==> config.mk <==
export PLATFORM = sky130hd
export DESIGN_NAME = rbf_lane
export DESIGN_NICKNAME = d
export VERILOG_FILES = /design/src/rtl/core/rgb_box_filter_3x3_unit_defines.svh /design/src/rtl/core/rbf_pkg.sv /design/src/rtl/core/rbf_lane.sv
export SDC_FILE = /design/constraint.sdc
export NUM_CORES = 1
export LEC_CHECK = 0
export CAP_MARGIN = 20
export CORE_AREA = 5 5 93 95
export CTS_CLUSTER_SIZE = 25
export DETAILED_ROUTE_END_ITERATION = 10
export DIE_AREA = 0 0 98 100
export DONT_BUFFER_PORTS = 1
export GPL_TIMING_DRIVEN = 0
export HOLD_SLACK_MARGIN = 0.06
export PLACE_DENSITY = 0.86
export SLEW_MARGIN = 15
export SYNTH_ARGS = -nofsm -noshare
export SYNTH_HDL_FRONTEND = slang
export SYNTH_SLANG_ARGS = --single-unit
==> constraint.sdc <==
create_clock -name clk -period 11.97 [get_ports clk]
set_input_delay 2.394 -clock clk [delete_from_list [all_inputs] [get_ports clk]]
set_output_delay 2.394 -clock clk [all_outputs]
set_load 0.01 [all_outputs]
==> src/rtl/core/rgb_box_filter_3x3_unit_defines.svh <==
// ----------------------------------------------------------------------------
// RGB 3x3 box filter: assertion macros
// Shared property wrappers; they expand to nothing in synthesis builds.
// ----------------------------------------------------------------------------
`ifndef RGB_BOX_FILTER_3X3_UNIT_DEFINES_SVH
`define RGB_BOX_FILTER_3X3_UNIT_DEFINES_SVH
`ifndef SYNTHESIS
`define RBF_ASSERT_IMPLIES(lbl, clk, rst, ante, cons, msg) \
  lbl: assert property (@(posedge clk) disable iff (rst) (ante) |-> (cons)) \
    else $error(msg);
`define RBF_ASSERT_NEXT(lbl, clk, rst, ante, cons, msg) \
  lbl: assert property (@(posedge clk) disable iff (rst) (ante) |=> (cons)) \
    else $error(msg);
`else
`define RBF_ASSERT_IMPLIES(lbl, clk, rst, ante, cons, msg)
`define RBF_ASSERT_NEXT(lbl, clk, rst, ante, cons, msg)
`endif
`endif

==> src/rtl/core/rbf_pkg.sv <==
// ----------------------------------------------------------------------------
// RGB 3x3 box filter package
// Shared constants, controller states and the lane control bundle.
// ----------------------------------------------------------------------------
`default_nettype none

package rbf_pkg;

  localparam int IMAGE_WIDTH_DEF  = 128;
  localparam int IMAGE_HEIGHT_DEF = 128;

  localparam int NUM_LANES  = 3;
  localparam int CH_W       = 8;
  localparam int PIX_W      = NUM_LANES * CH_W;
  localparam int SUM_W      = 12;
  localparam int OUT_W      = 12;
  localparam int DIV_W      = 5;
  localparam int DIV_STEPS  = SUM_W;
  localparam int IN_DATA_W  = ((PIX_W + 7) / 8) * 8;
  localparam int OUT_DATA_W = ((NUM_LANES * OUT_W + 7) / 8) * 8;

  localparam logic [DIV_W-1:0] DIVISOR_RESET = 5'd8;

  typedef enum logic [1:0] {
    ST_IDLE,
    ST_WIN,
    ST_DIV,
    ST_OUT
  } state_t;

  typedef struct packed {
    logic update;
    logic row_start;
    logic div_load;
    logic div_step;
  } lane_ctrl_t;

endpackage

`default_nettype wire

==> src/rtl/core/rbf_lane.sv <==
// ----------------------------------------------------------------------------
// RGB 3x3 box filter channel lane
// Holds one channel of the two newest window columns, forms the nine-value
// sum and divides it by the divisor one quotient bit per cycle.
// ----------------------------------------------------------------------------
`default_nettype none

module rbf_lane (
  input  wire logic                         clk,
  input  wire logic                         rst,
  input  wire rbf_pkg::lane_ctrl_t          ctrl,
  input  wire logic [rbf_pkg::CH_W-1:0]     up_val,
  input  wire logic [rbf_pkg::CH_W-1:0]     lo_val,
  input  wire logic [rbf_pkg::CH_W-1:0]     px_val,
  input  wire logic [rbf_pkg::DIV_W-1:0]    divisor,
  output logic      [rbf_pkg::OUT_W-1:0]    quotient
);

  localparam int CW = rbf_pkg::CH_W;
  localparam int SW = rbf_pkg::SUM_W;
  localparam int DW = rbf_pkg::DIV_W;

  logic [CW-1:0] col_a [3];
  logic [CW-1:0] col_b [3];
  logic [SW-1:0] sum_old;
  logic [SW-1:0] sum_new;
  logic [SW-1:0] sum;

  logic [SW-1:0] q;
  logic [DW-1:0] rem;
  logic [DW:0]   rem_shift;
  logic [DW:0]   rem_sub;
  logic          ge;

  always_comb begin
    sum_old = SW'(col_a[0]) + SW'(col_a[1]) + SW'(col_a[2])
            + SW'(col_b[0]) + SW'(col_b[1]) + SW'(col_b[2]);
    sum_new = SW'(up_val) + SW'(lo_val) + SW'(px_val);
    sum     = ctrl.row_start ? sum_old : sum_old + sum_new;
  end

  always_ff @(posedge clk) begin
    if (rst) begin
      for (int i = 0; i < 3; i++) begin
        col_a[i] <= '0;
        col_b[i] <= '0;
      end
    end else if (ctrl.update) begin
      for (int i = 0; i < 3; i++) begin
        col_a[i] <= ctrl.row_start ? '0 : col_b[i];
      end
      col_b[0] <= up_val;
      col_b[1] <= lo_val;
      col_b[2] <= px_val;
    end
  end

  always_comb begin
    rem_shift = {rem, q[SW-1]};
    ge        = rem_shift >= {1'b0, divisor};
    rem_sub   = rem_shift - {1'b0, divisor};
  end

  always_ff @(posedge clk) begin
    if (ctrl.div_load) begin
      q   <= sum;
      rem <= '0;
    end else if (ctrl.div_step) begin
      q   <= {q[SW-2:0], ge};
      rem <= ge ? rem_sub[DW-1:0] : rem_shift[DW-1:0];
    end
  end

  assign quotient = (divisor == '0) ? '1 : rbf_pkg::OUT_W'(q);

endmodule

`default_nettype wire

==> results.sh, run 1 <==
export IMPL_drv_slew=0
export IMPL_hold_depth=2
export IMPL_wl_per_cell_um=17.3
export IMPL_firstDrtPassIters=5
export IMPL_yosysTopAreaCell="edfxtp_1"
export IMPL_yosysWarnings=0
export IMPL_antenna_found_initial=0
export IMPL_p_sw_mw=0.623
export IMPL_num_antenna_cells=0
export IMPL_power_total_mw=1.40
export IMPL_portBuffers=0
export IMPL_p_per_area_nw_per_um2=271
export IMPL_final_common_cell="inv_1"
export IMPL_final_area_um2=5170
export IMPL_period_needed_ns=6.06
export IMPL_die_area_um2=9800
export IMPL_dp_hpwl_um=7510
export IMPL_synth_top_flop_cell="edfxtp_1"
export IMPL_cp_arrival_ns=3.67
export IMPL_clockPowerShare_pct=12.8
export IMPL_path_clk_slew_ns=0.07
export IMPL_avgViaCountPerCell=5.61
export IMPL_cts_root_buf="clkbuf_8"
export IMPL_die_w_um=98
export IMPL_grt_ovfl_total=0
export IMPL_fp_dieH_um=100
export IMPL_clk_latency_ns=0.35
export IMPL_grt_max_degree=49
export IMPL_ctsHtreeMaxLevel=3
export IMPL_place_gp_congestion=0.838
export IMPL_drive_above_1_share_pct=6.97
export IMPL_ff2ff_setup_slack_ns=6.36
export IMPL_grt_pass1_wl_um=16500
export IMPL_p_leak_nw=2.35
export IMPL_relSlewSlack_pct=63.6
export IMPL_cts_made_buffers=9
export IMPL_dp_slack_ns=5.89
export IMPL_yosysTopAreaCellShare_pct=37.2
export IMPL_hold_path_class="flip-flop to flip-flop"
export IMPL_async_reset_ff_share_pct=0
export IMPL_post_cts_repair_setup_buffers=0
export IMPL_syn_area_per_cell_um2=10.9
export IMPL_fin_crit_sh_pct=50.6
export IMPL_synth_seq_cells=65
export IMPL_tightest_slew_ns=0.544
export IMPL_rsz0062_at_grt="no"
export IMPL_fin_cells=561
export IMPL_crit_type="input pin to primary output"
export IMPL_r2r_end="q[9]"
export IMPL_p_comb_share_pct=65.1
export IMPL_slowest_delay_ns=0.58
export IMPL_syn_to_final_growth_pct=6.90
export IMPL_synthesis_area_um2=4840
export IMPL_yosys_top_cells_area="edfxtp_1 (37%), fa_1 (20%), inv_1 (7.5%)"
export IMPL_post_cts_resized=0
export IMPL_setup_viol_count_final=0
export IMPL_detail_route_antenna_nets=0
export IMPL_cp_required_ns=9.58
export IMPL_postCtsHoldBufs=0
export IMPL_core_area_um2=7650
export IMPL_status="complete, no violations"
export IMPL_worst_slack_ns=5.91
export IMPL_switching_share_pct=44.4
export IMPL_p_int_mw=0.780
export IMPL_tritoncts="done"
export IMPL_grt_pass1_vias=3534
export IMPL_rows=32
export IMPL_cap_violations=0
export IMPL_grt_total_usage_pct=21.6
export IMPL_synth_edf_count=60
export IMPL_hold_viol=0
export IMPL_syn_inst=442
export IMPL_worstPathCellList="or4_1 -> nor2_1 -> or2_2"
export IMPL_dp_cells=544
export IMPL_fillCellCount=556
export IMPL_r2r_cells=19
export IMPL_drt_total_wl_um=9710
export IMPL_min_delay_start="rem[4]"
export IMPL_clock_skew_ns=0.00983
export IMPL_start_kind="input pin"
export IMPL_numClockSinks=65
export IMPL_start_util_pct=63.3
export IMPL_worstPathMaxFanout=9
export IMPL_hold_end="rem[4]"
export IMPL_placed_area_um2=4970
export IMPL_ir_drop_v=0.000175
export IMPL_max_freq_ghz=0.165
export IMPL_routed_via_count=3148
export IMPL_ys_seq_area_share_pct=39.3
export IMPL_io_pins=47
export IMPL_seqPwrFrac_pct=22.1
export IMPL_tns_ns=0
export IMPL_regArea_um2=1900
export IMPL_end_kind="primary output"
export IMPL_fin_nets=562
export IMPL_clockBufferDepth=2
export IMPL_cp_slowest_cell="or4_1"
export IMPL_ys_types=46
export IMPL_drc_errors=0
export IMPL_final_cell_mix="inv_1 (97), edfxtp_1 (60), fa_1 (49)"
export IMPL_syn_nets=550
export IMPL_multi_input_area_um2=2520
export IMPL_drt_iter0_drc=146
export IMPL_reg2reg_from="col_b[0][2]"
-- state kept, by name (all words and copies together) (netlist names) --
register	flops
q	12
col_a	24
rem	5
col_b	24
-- cells in the mapped netlist (2+ instances only) --
cell,n
a21oi_1,17
edfxtp_1,60
nor2_1,19
inv_1,97
xnor2_1,9
nand2b_1,5
or4_1,2
a31oi_1,3
nand2_1,12
nor3_1,2
o31ai_1,2
or2_2,10
dfxtp_1,5
nor2b_1,2
mux2i_1,2
clkbuf_1,11
o21ai_0,12
o211ai_1,4
xor2_1,5
and2_1,24
nand4_1,2
nand3_1,2
o32ai_1,2
and3_1,24
fa_1,49
ha_1,24
o21a_1,4
a21o_1,7
a31o_2,2
a211oi_1,4
a22oi_1,2
mux2_2,2
o31a_1,2
-- area by class of cell --
| cell class | count | share of cell area (%) |
|---|---|---|
| multi-input combinational | 268 | 48.7 |
| inverter | 97 | 7.04 |
| timing repair buffer | 1 | 0.387 |
| sequential | 65 | 36.8 |
| clock buffer | 10 | 2.47 |
| buffer | 12 | 1.02 |
| clock inverter | 6 | 1.14 |
| tap | 102 | 2.47 |
-- worst max-delay path, delay by kind of cell --
kind,cells,cell delay [ns]
AND/OR/NAND/NOR,3,1.27
-- power groups by stage --
stage	clock network [mW]	registers, mW	logic [mW]
2_1_floorplan	0	0.309	0.713
3_3_place_gp	0	0.314	0.872
3_5_place_dp	0	0.315	0.891
4_1_cts	0.180	0.310	0.914
5_1_grt	0.193	0.314	1.05
6_report	0.180	0.310	0.914
-- cell families (layout without fill, tap and decap cells) --
kind of cell / after synthesis / after routing / share of synthesized area, %
flops: 65 / 65 / 39.3
fa+ha+maj: 73 / 73 / 26.5
simple gates: 108 / 108 / 12.7
compound gates: 69 / 69 / 9.49
xor+xnor: 14 / 14 / 2.53
buf+inv: 109 / 126 / 8.61
mux: 4 / 4 / 0.879
-- worst max path at each step --
stage / startpoint / end / cells after the start / slack (ns)
after floorplan: divisor[4] / quotient[0] / 3 / 6.21
after global placement: divisor[4] / quotient[4] / 3 / 5.91
after detailed placement: divisor[4] / quotient[3] / 3 / 5.89
after CTS: divisor[4] / quotient[3] / 3 / 5.87
after global routing: divisor[4] / quotient[3] / 3 / 5.76
final: divisor[4] / quotient[3] / 3 / 5.91
-- per-stage QoR --
step	hold slack (ns)	utilization (%)
after floorplan	0.454	-
after global placement	0.477	65.0
after detailed placement	0.494	65.0
after CTS	0.504	67.4
after global routing	0.542	67.7
final	0.497	67.7
-- layer usage --
metal / wire length (um) / global-route usage, % / up-vias
met5: 0 / 0 / -
met4: 251 / 10.3 / 0
met3: 682 / 5.56 / 21
met2: 5000 / 37.1 / 100
met1: 3780 / 25.4 / 1538
li1: - / - / 1489
Note: power is estimated with default switching activity, not from simulation.
==> run 2, diff against run 1 <==
--- a/config.mk
+++ b/config.mk
@@ -6,14 +6,14 @@
 export NUM_CORES = 1
 export LEC_CHECK = 0
 export CAP_MARGIN = 20
-export CORE_AREA = 5 5 93 95
+export CORE_AREA = 5 5 97 99
 export CTS_CLUSTER_SIZE = 25
 export DETAILED_ROUTE_END_ITERATION = 10
-export DIE_AREA = 0 0 98 100
+export DIE_AREA = 0 0 102 104
 export DONT_BUFFER_PORTS = 1
 export GPL_TIMING_DRIVEN = 0
 export HOLD_SLACK_MARGIN = 0.06
-export PLACE_DENSITY = 0.86
+export PLACE_DENSITY = 0.83
 export SLEW_MARGIN = 15
 export SYNTH_ARGS = -nofsm -noshare
 export SYNTH_HDL_FRONTEND = slang
==> constraint.sdc (replaced) <==
create_clock -name clk -period 4.91 [get_ports clk]
set_input_delay 0.982 -clock clk [delete_from_list [all_inputs] [get_ports clk]]
set_output_delay 0.982 -clock clk [all_outputs]
set_load 0.01 [all_outputs]
==> run 2 against run 1 <==
The run now ends with negative setup slack left. Non-clock buffer count increased by 12. Wire length increased by 12%. First-iteration DRC count rose by 12%. Final area grew 6.2%. Utilization is 2.7 points lower. Clock skew is 0.0010 ns lower. Clock-buffer cell count is the same. Power grew to 3.1 times the previous value. Clock power grew to 2.8 times the previous value. Largest cell class unchanged. Highest routed layer unchanged.
==> results.sh, run 2 (synthesis gave the netlist of run 1 again) <==
export IMPL_status="complete, but fails checks"
export IMPL_violations="negative setup slack"
export IMPL_drc_errors=0
export IMPL_numClockSinks=65
export IMPL_met3WireLength_um=760
export IMPL_fin_nets=574
export IMPL_rows=34
export IMPL_num_antenna_cells=0
export IMPL_fillCellCount=590
export IMPL_tritoncts="done"
export IMPL_grt_ovfl_total=0
export IMPL_cts_made_buffers=9
export IMPL_firstDrtPassIters=4
export IMPL_final_common_cell="inv_1"
export IMPL_grt_total_usage_pct=21.4
export IMPL_end_kind="flip-flop"
export IMPL_drt_total_wl_um=10900
export IMPL_multi_input_area_um2=2710
export IMPL_grt_pass1_wl_um=17300
export IMPL_routed_via_count=3290
export IMPL_wl_per_cell_um=18.8
export IMPL_rsz0062_at_grt="yes"
export IMPL_clk_latency_ns=0.36
export IMPL_drt_iter0_drc=163
export IMPL_die_area_um2=10600
export IMPL_tns_ns=-1.03
export IMPL_cp_required_ns=5.02
export IMPL_placed_area_um2=5000
export IMPL_postCtsHoldBufs=0
export IMPL_dp_slack_ns=-0.480
export IMPL_met1_length_um=4180
export IMPL_ctsHtreeMaxLevel=3
export IMPL_avgViaCountPerCell=5.68
export IMPL_hold_viol=0
export IMPL_cap_violations=0
export IMPL_wl_met2_um=5570
export IMPL_io_pins=47
export IMPL_largestRegisters="col_a (24), col_b (24), q (12)"
export IMPL_dp_hpwl_um=7560
export IMPL_cts_root_buf="clkbuf_8"
export IMPL_final_cell_mix="inv_1 (94), edfxtp_1 (60), fa_1 (48)"
export IMPL_fp_dieH_um=104
export IMPL_worst_slack_ns=-0.314
export IMPL_tightest_slew_ns=0.585
export IMPL_clock_skew_ns=0.00881
export IMPL_p_leak_nw=2.45
export IMPL_ir_drop_v=0.000684
export IMPL_detail_route_antenna_nets=0
export IMPL_grt_pass1_vias=3572
export IMPL_start_util_pct=57.2
export IMPL_worstPathMaxFanout=2
export IMPL_core_area_um2=8470
export IMPL_power_total_mw=4.30
export IMPL_syn_to_final_growth_pct=13.5
export IMPL_drive_above_1_share_pct=15.3
export IMPL_fin_cells=579
export IMPL_hold_path_class="flip-flop to flip-flop"
export IMPL_start_kind="flip-flop"
export IMPL_final_area_um2=5500
export IMPL_holdWs_ns=0.496
export IMPL_die_w_um=102
export IMPL_top_layer="met4"
export IMPL_fin_util_pct=64.9
export IMPL_setup_viol_count_final=6
export IMPL_portBuffers=0
export IMPL_dp_cells=550
export IMPL_max_freq_ghz=0.191
export IMPL_cp_arrival_ns=5.33
export IMPL_drv_slew=0
export IMPL_clockBufferDepth=2
export IMPL_grt_max_degree=49
export IMPL_place_gp_congestion=0.895
export IMPL_p_per_area_nw_per_um2=783
export IMPL_path_clk_slew_ns=0.08
export IMPL_relSlewSlack_pct=61.0
export IMPL_antenna_found_initial=0
export IMPL_period_needed_ns=5.22
export IMPL_regArea_um2=1900
export IMPL_fin_crit_sh_pct=106
export IMPL_crit_type="flip-flop to flip-flop"
[run 2: area by class of cell]
| type | instances | area share (%) |
|---|---|---|
| multi-input combinational | 268 | 49.3 |
| buffer | 12 | 0.956 |
| clock buffer | 10 | 2.32 |
| clock inverter | 6 | 1.68 |
| tap | 108 | 2.46 |
| inverter | 97 | 6.63 |
| timing repair buffer | 13 | 2.00 |
| sequential | 65 | 34.6 |
[run 2: per-layer routing]
layer / global-route usage (%) / up-vias
met5: 0 / -
met3: 6.71 / 33
li1: - / 1513
met2: 36.9 / 101
met1: 24.2 / 1643
met4: 8.81 / 0
[run 2: worst max-delay path, stage by stage, from the launching register on]
cell	delay, ns
edfxtp_1	0.38
inv_2	0.05
fa_1	0.54
inv_2	0.04
fa_1	0.51
fa_1	0.54
ha_2	0.19
inv_2	0.04
fa_2	0.35
nand2b_4	0.19
nand2b_4	0.08
a21oi_2	0.07
xnor2_2	0.19
fa_1	0.49
ha_4	0.24
a21o_1	0.17
a31o_2	0.26
a21o_1	0.17
a221oi_2	0.21
a21bo_2	0.25
[run 2: power breakdown]
| group | total [mW] | switching [mW] | internal [mW] | leakage (nW) |
|---|---|---|---|---|
| clock network | 0.512 | 0.225 | 0.287 | 0.103 |
| logic | 3.03 | 1.59 | 1.44 | 1.66 |
| registers | 0.760 | 0.0416 | 0.719 | 0.691 |
| total | 4.30 | 1.85 | 2.45 | 2.45 |
[run 2: path summary, 6_finish.rpt]
check	from	endpoint	slack (ns)	cells past startpoint
max	col_b[0][2]	q[9]	-0.31	19
min	rem[4]	rem[4]	0.50	2
max reg2reg	col_b[0][2]	q[9]	-0.31	19
min reg2reg	rem[4]	rem[4]	0.50	2
[run 2: what timing repair did]
action | 4_1_cts | 5_1_grt
setup endpoints to repair | 6 | 6
pin swaps | 14 | 4
gates resized for setup | 23 | 5
gates cloned | 0 | 0
buffers inserted | 9 | 3
==> run 3, diff against run 2 <==
--- a/config.mk
+++ b/config.mk
@@ -6,10 +6,12 @@
 export NUM_CORES = 1
 export LEC_CHECK = 0
 export CAP_MARGIN = 20
-export CORE_AREA = 5 5 97 99
+export CELL_PAD_IN_SITES_DETAIL_PLACEMENT = 0
+export CELL_PAD_IN_SITES_GLOBAL_PLACEMENT = 2
+export CORE_AREA = 5 5 118 120
 export CTS_CLUSTER_SIZE = 25
 export DETAILED_ROUTE_END_ITERATION = 10
-export DIE_AREA = 0 0 102 104
+export DIE_AREA = 0 0 123 125
 export DONT_BUFFER_PORTS = 1
 export GPL_TIMING_DRIVEN = 0
 export HOLD_SLACK_MARGIN = 0.06
==> run 3 against run 2 <==
The flow still finishes with violations (negative setup slack). Final area increased by 3.6%. Sequential cell count unchanged. Cell count increased by 11%. Register-to-register slack improved by 0.08 ns.
==> results.sh, run 3 (synthesis gave the netlist of run 1 again) <==
export IMPL_syn_to_final_growth_pct=17.7
export IMPL_end_kind="flip-flop"
export IMPL_max_freq_ghz=0.195
export IMPL_p_per_area_nw_per_um2=781
export IMPL_final_common_cell="inv_1"
export IMPL_clock_skew_ns=0.00651
export IMPL_hold_path_class="flip-flop to flip-flop"
export IMPL_period_needed_ns=5.14
export IMPL_drt_total_wl_um=10500
export IMPL_num_antenna_cells=0
export IMPL_cap_violations=0
export IMPL_clk_latency_ns=0.33
export IMPL_postCtsHoldBufs=0
export IMPL_tns_ns=-0.421
export IMPL_grt_pass1_vias=3469
export IMPL_clockBufferDepth=2
export IMPL_start_kind="flip-flop"
export IMPL_grt_pass1_wl_um=17700
export IMPL_violations="negative setup slack"
export IMPL_grt_max_degree=49
export IMPL_status="complete, but fails checks"
export IMPL_tightest_slew_ns=0.624
export IMPL_rsz0062_at_grt="yes"
export IMPL_die_w_um=123
export IMPL_antenna_found_initial=0
export IMPL_final_area_um2=5690
export IMPL_worst_slack_ns=-0.230
export IMPL_drive_above_1_share_pct=16.1
export IMPL_avgViaCountPerCell=4.86
export IMPL_cp_arrival_ns=5.22
export IMPL_fin_crit_sh_pct=105
export IMPL_routed_via_count=3126
export IMPL_ir_drop_v=0.000428
export IMPL_path_clk_slew_ns=0.06
export IMPL_detail_route_antenna_nets=0
export IMPL_numClockSinks=65
export IMPL_cts_root_buf="clkbuf_16"
export IMPL_ctsHtreeMaxLevel=3
export IMPL_cp_required_ns=4.99
export IMPL_holdWs_ns=0.489
export IMPL_grt_total_usage_pct=14.9
export IMPL_cts_made_buffers=9
export IMPL_place_gp_congestion=0.793
export IMPL_worstPathMaxFanout=6
export IMPL_die_area_um2=15400
export IMPL_core_area_um2=12900
export IMPL_dp_slack_ns=-0.502
export IMPL_largestRegisters="col_a (24), col_b (24), q (12)"
export IMPL_fp_dieH_um=125
export IMPL_portBuffers=0
export IMPL_drt_iter0_drc=144
export IMPL_crit_type="flip-flop to flip-flop"
export IMPL_drv_slew=0
export IMPL_drc_errors=0
export IMPL_rows=42
export IMPL_wl_per_cell_um=16.4
export IMPL_start_util_pct=37.6
export IMPL_hold_viol=0
export IMPL_io_pins=47
export IMPL_tritoncts="done"
export IMPL_p_leak_nw=2.50
export IMPL_placed_area_um2=5080
export IMPL_grt_ovfl_total=0
export IMPL_setup_viol_count_final=4
export IMPL_dp_hpwl_um=8040
export IMPL_firstDrtPassIters=4
export IMPL_fin_nets=570
export IMPL_final_cell_mix="inv_1 (94), edfxtp_1 (60), fa_1 (46)"
export IMPL_relSlewSlack_pct=58.3
run 3: cell types whose count changed in the layout (fill, tap and decap cells not counted), sizes merged:
cell / previous run / this run
clkinvlp: 2 / 1
buf: 14 / 10
clkbuf: 21 / 20
bufinv: 2 / 3
clkinv: 2 / 3
run 3: what timing repair did:
item / in CTS / in global routing
buffers inserted: 6 / 2
endpoints found under the setup margin: 6 / 7
pin swaps: 15 / 18
cloned: 0 / 0
resized for setup: 24 / 11
run 3: area by class of cell:
cell class              instances  area [um^2]
inverters                      97          364
well taps                     176          220
clock buffers                   9          225
plain buffers                  12         52.6
fillers                      1211         7180
flip-flops and latches         65         1900
clock inverters                 7          119
multi-input cells             268         2730
repair buffers                  9         80.1
run 3: power breakdown:
group / switching, mW / internal (mW) / total [mW]
Sequential: 0.0396 / 0.720 / 0.759
Combinational: 1.53 / 1.42 / 2.95
Clock: 0.243 / 0.495 / 0.739
run 3: final timing paths:
| path | from | endpoint | slack [ns] | cells after the start |
|---|---|---|---|---|
| max reg2reg | col_b[0][18] | q[9] | -0.23 | 19 |
| min | rem[4] | rem[4] | 0.49 | 2 |
| min reg2reg | rem[4] | rem[4] | 0.49 | 2 |
| max | col_b[0][18] | q[9] | -0.23 | 19 |
run 3: critical path, cell delays in order (launching register included):
cell	delay, ns
edfxtp_1	0.35
inv_2	0.05
fa_1	0.53
inv_1	0.05
fa_1	0.49
fa_1	0.51
ha_2	0.18
inv_2	0.04
fa_2	0.36
nand2b_4	0.17
a21oi_2	0.19
o21a_1	0.20
nor2_1	0.06
ha_1	0.34
ha_4	0.28
a21o_1	0.18
a31o_2	0.22
a21o_1	0.18
a221oi_2	0.23
a21bo_2	0.27
run 3: routing by layer:
layer  GRT usage (%)  share of wire, %  vias up
li1                -                 -     1504
met1            19.3                43     1559
met2            24.3                50       49
met3            3.66               4.6       14
met4            5.21               1.8        0
met5               0                 0        -
run 3: per-stage QoR:
step | std cells | util [%] | power, mW
2_1_floorplan | 442 | - | 2.56
3_3_place_gp | 618 | 39.5 | 3.02
3_5_place_dp | 618 | 39.5 | 3.02
4_1_cts | 640 | 43.6 | 4.26
5_1_grt | 643 | 44.2 | 4.82
6_report | 643 | 44.2 | 4.45
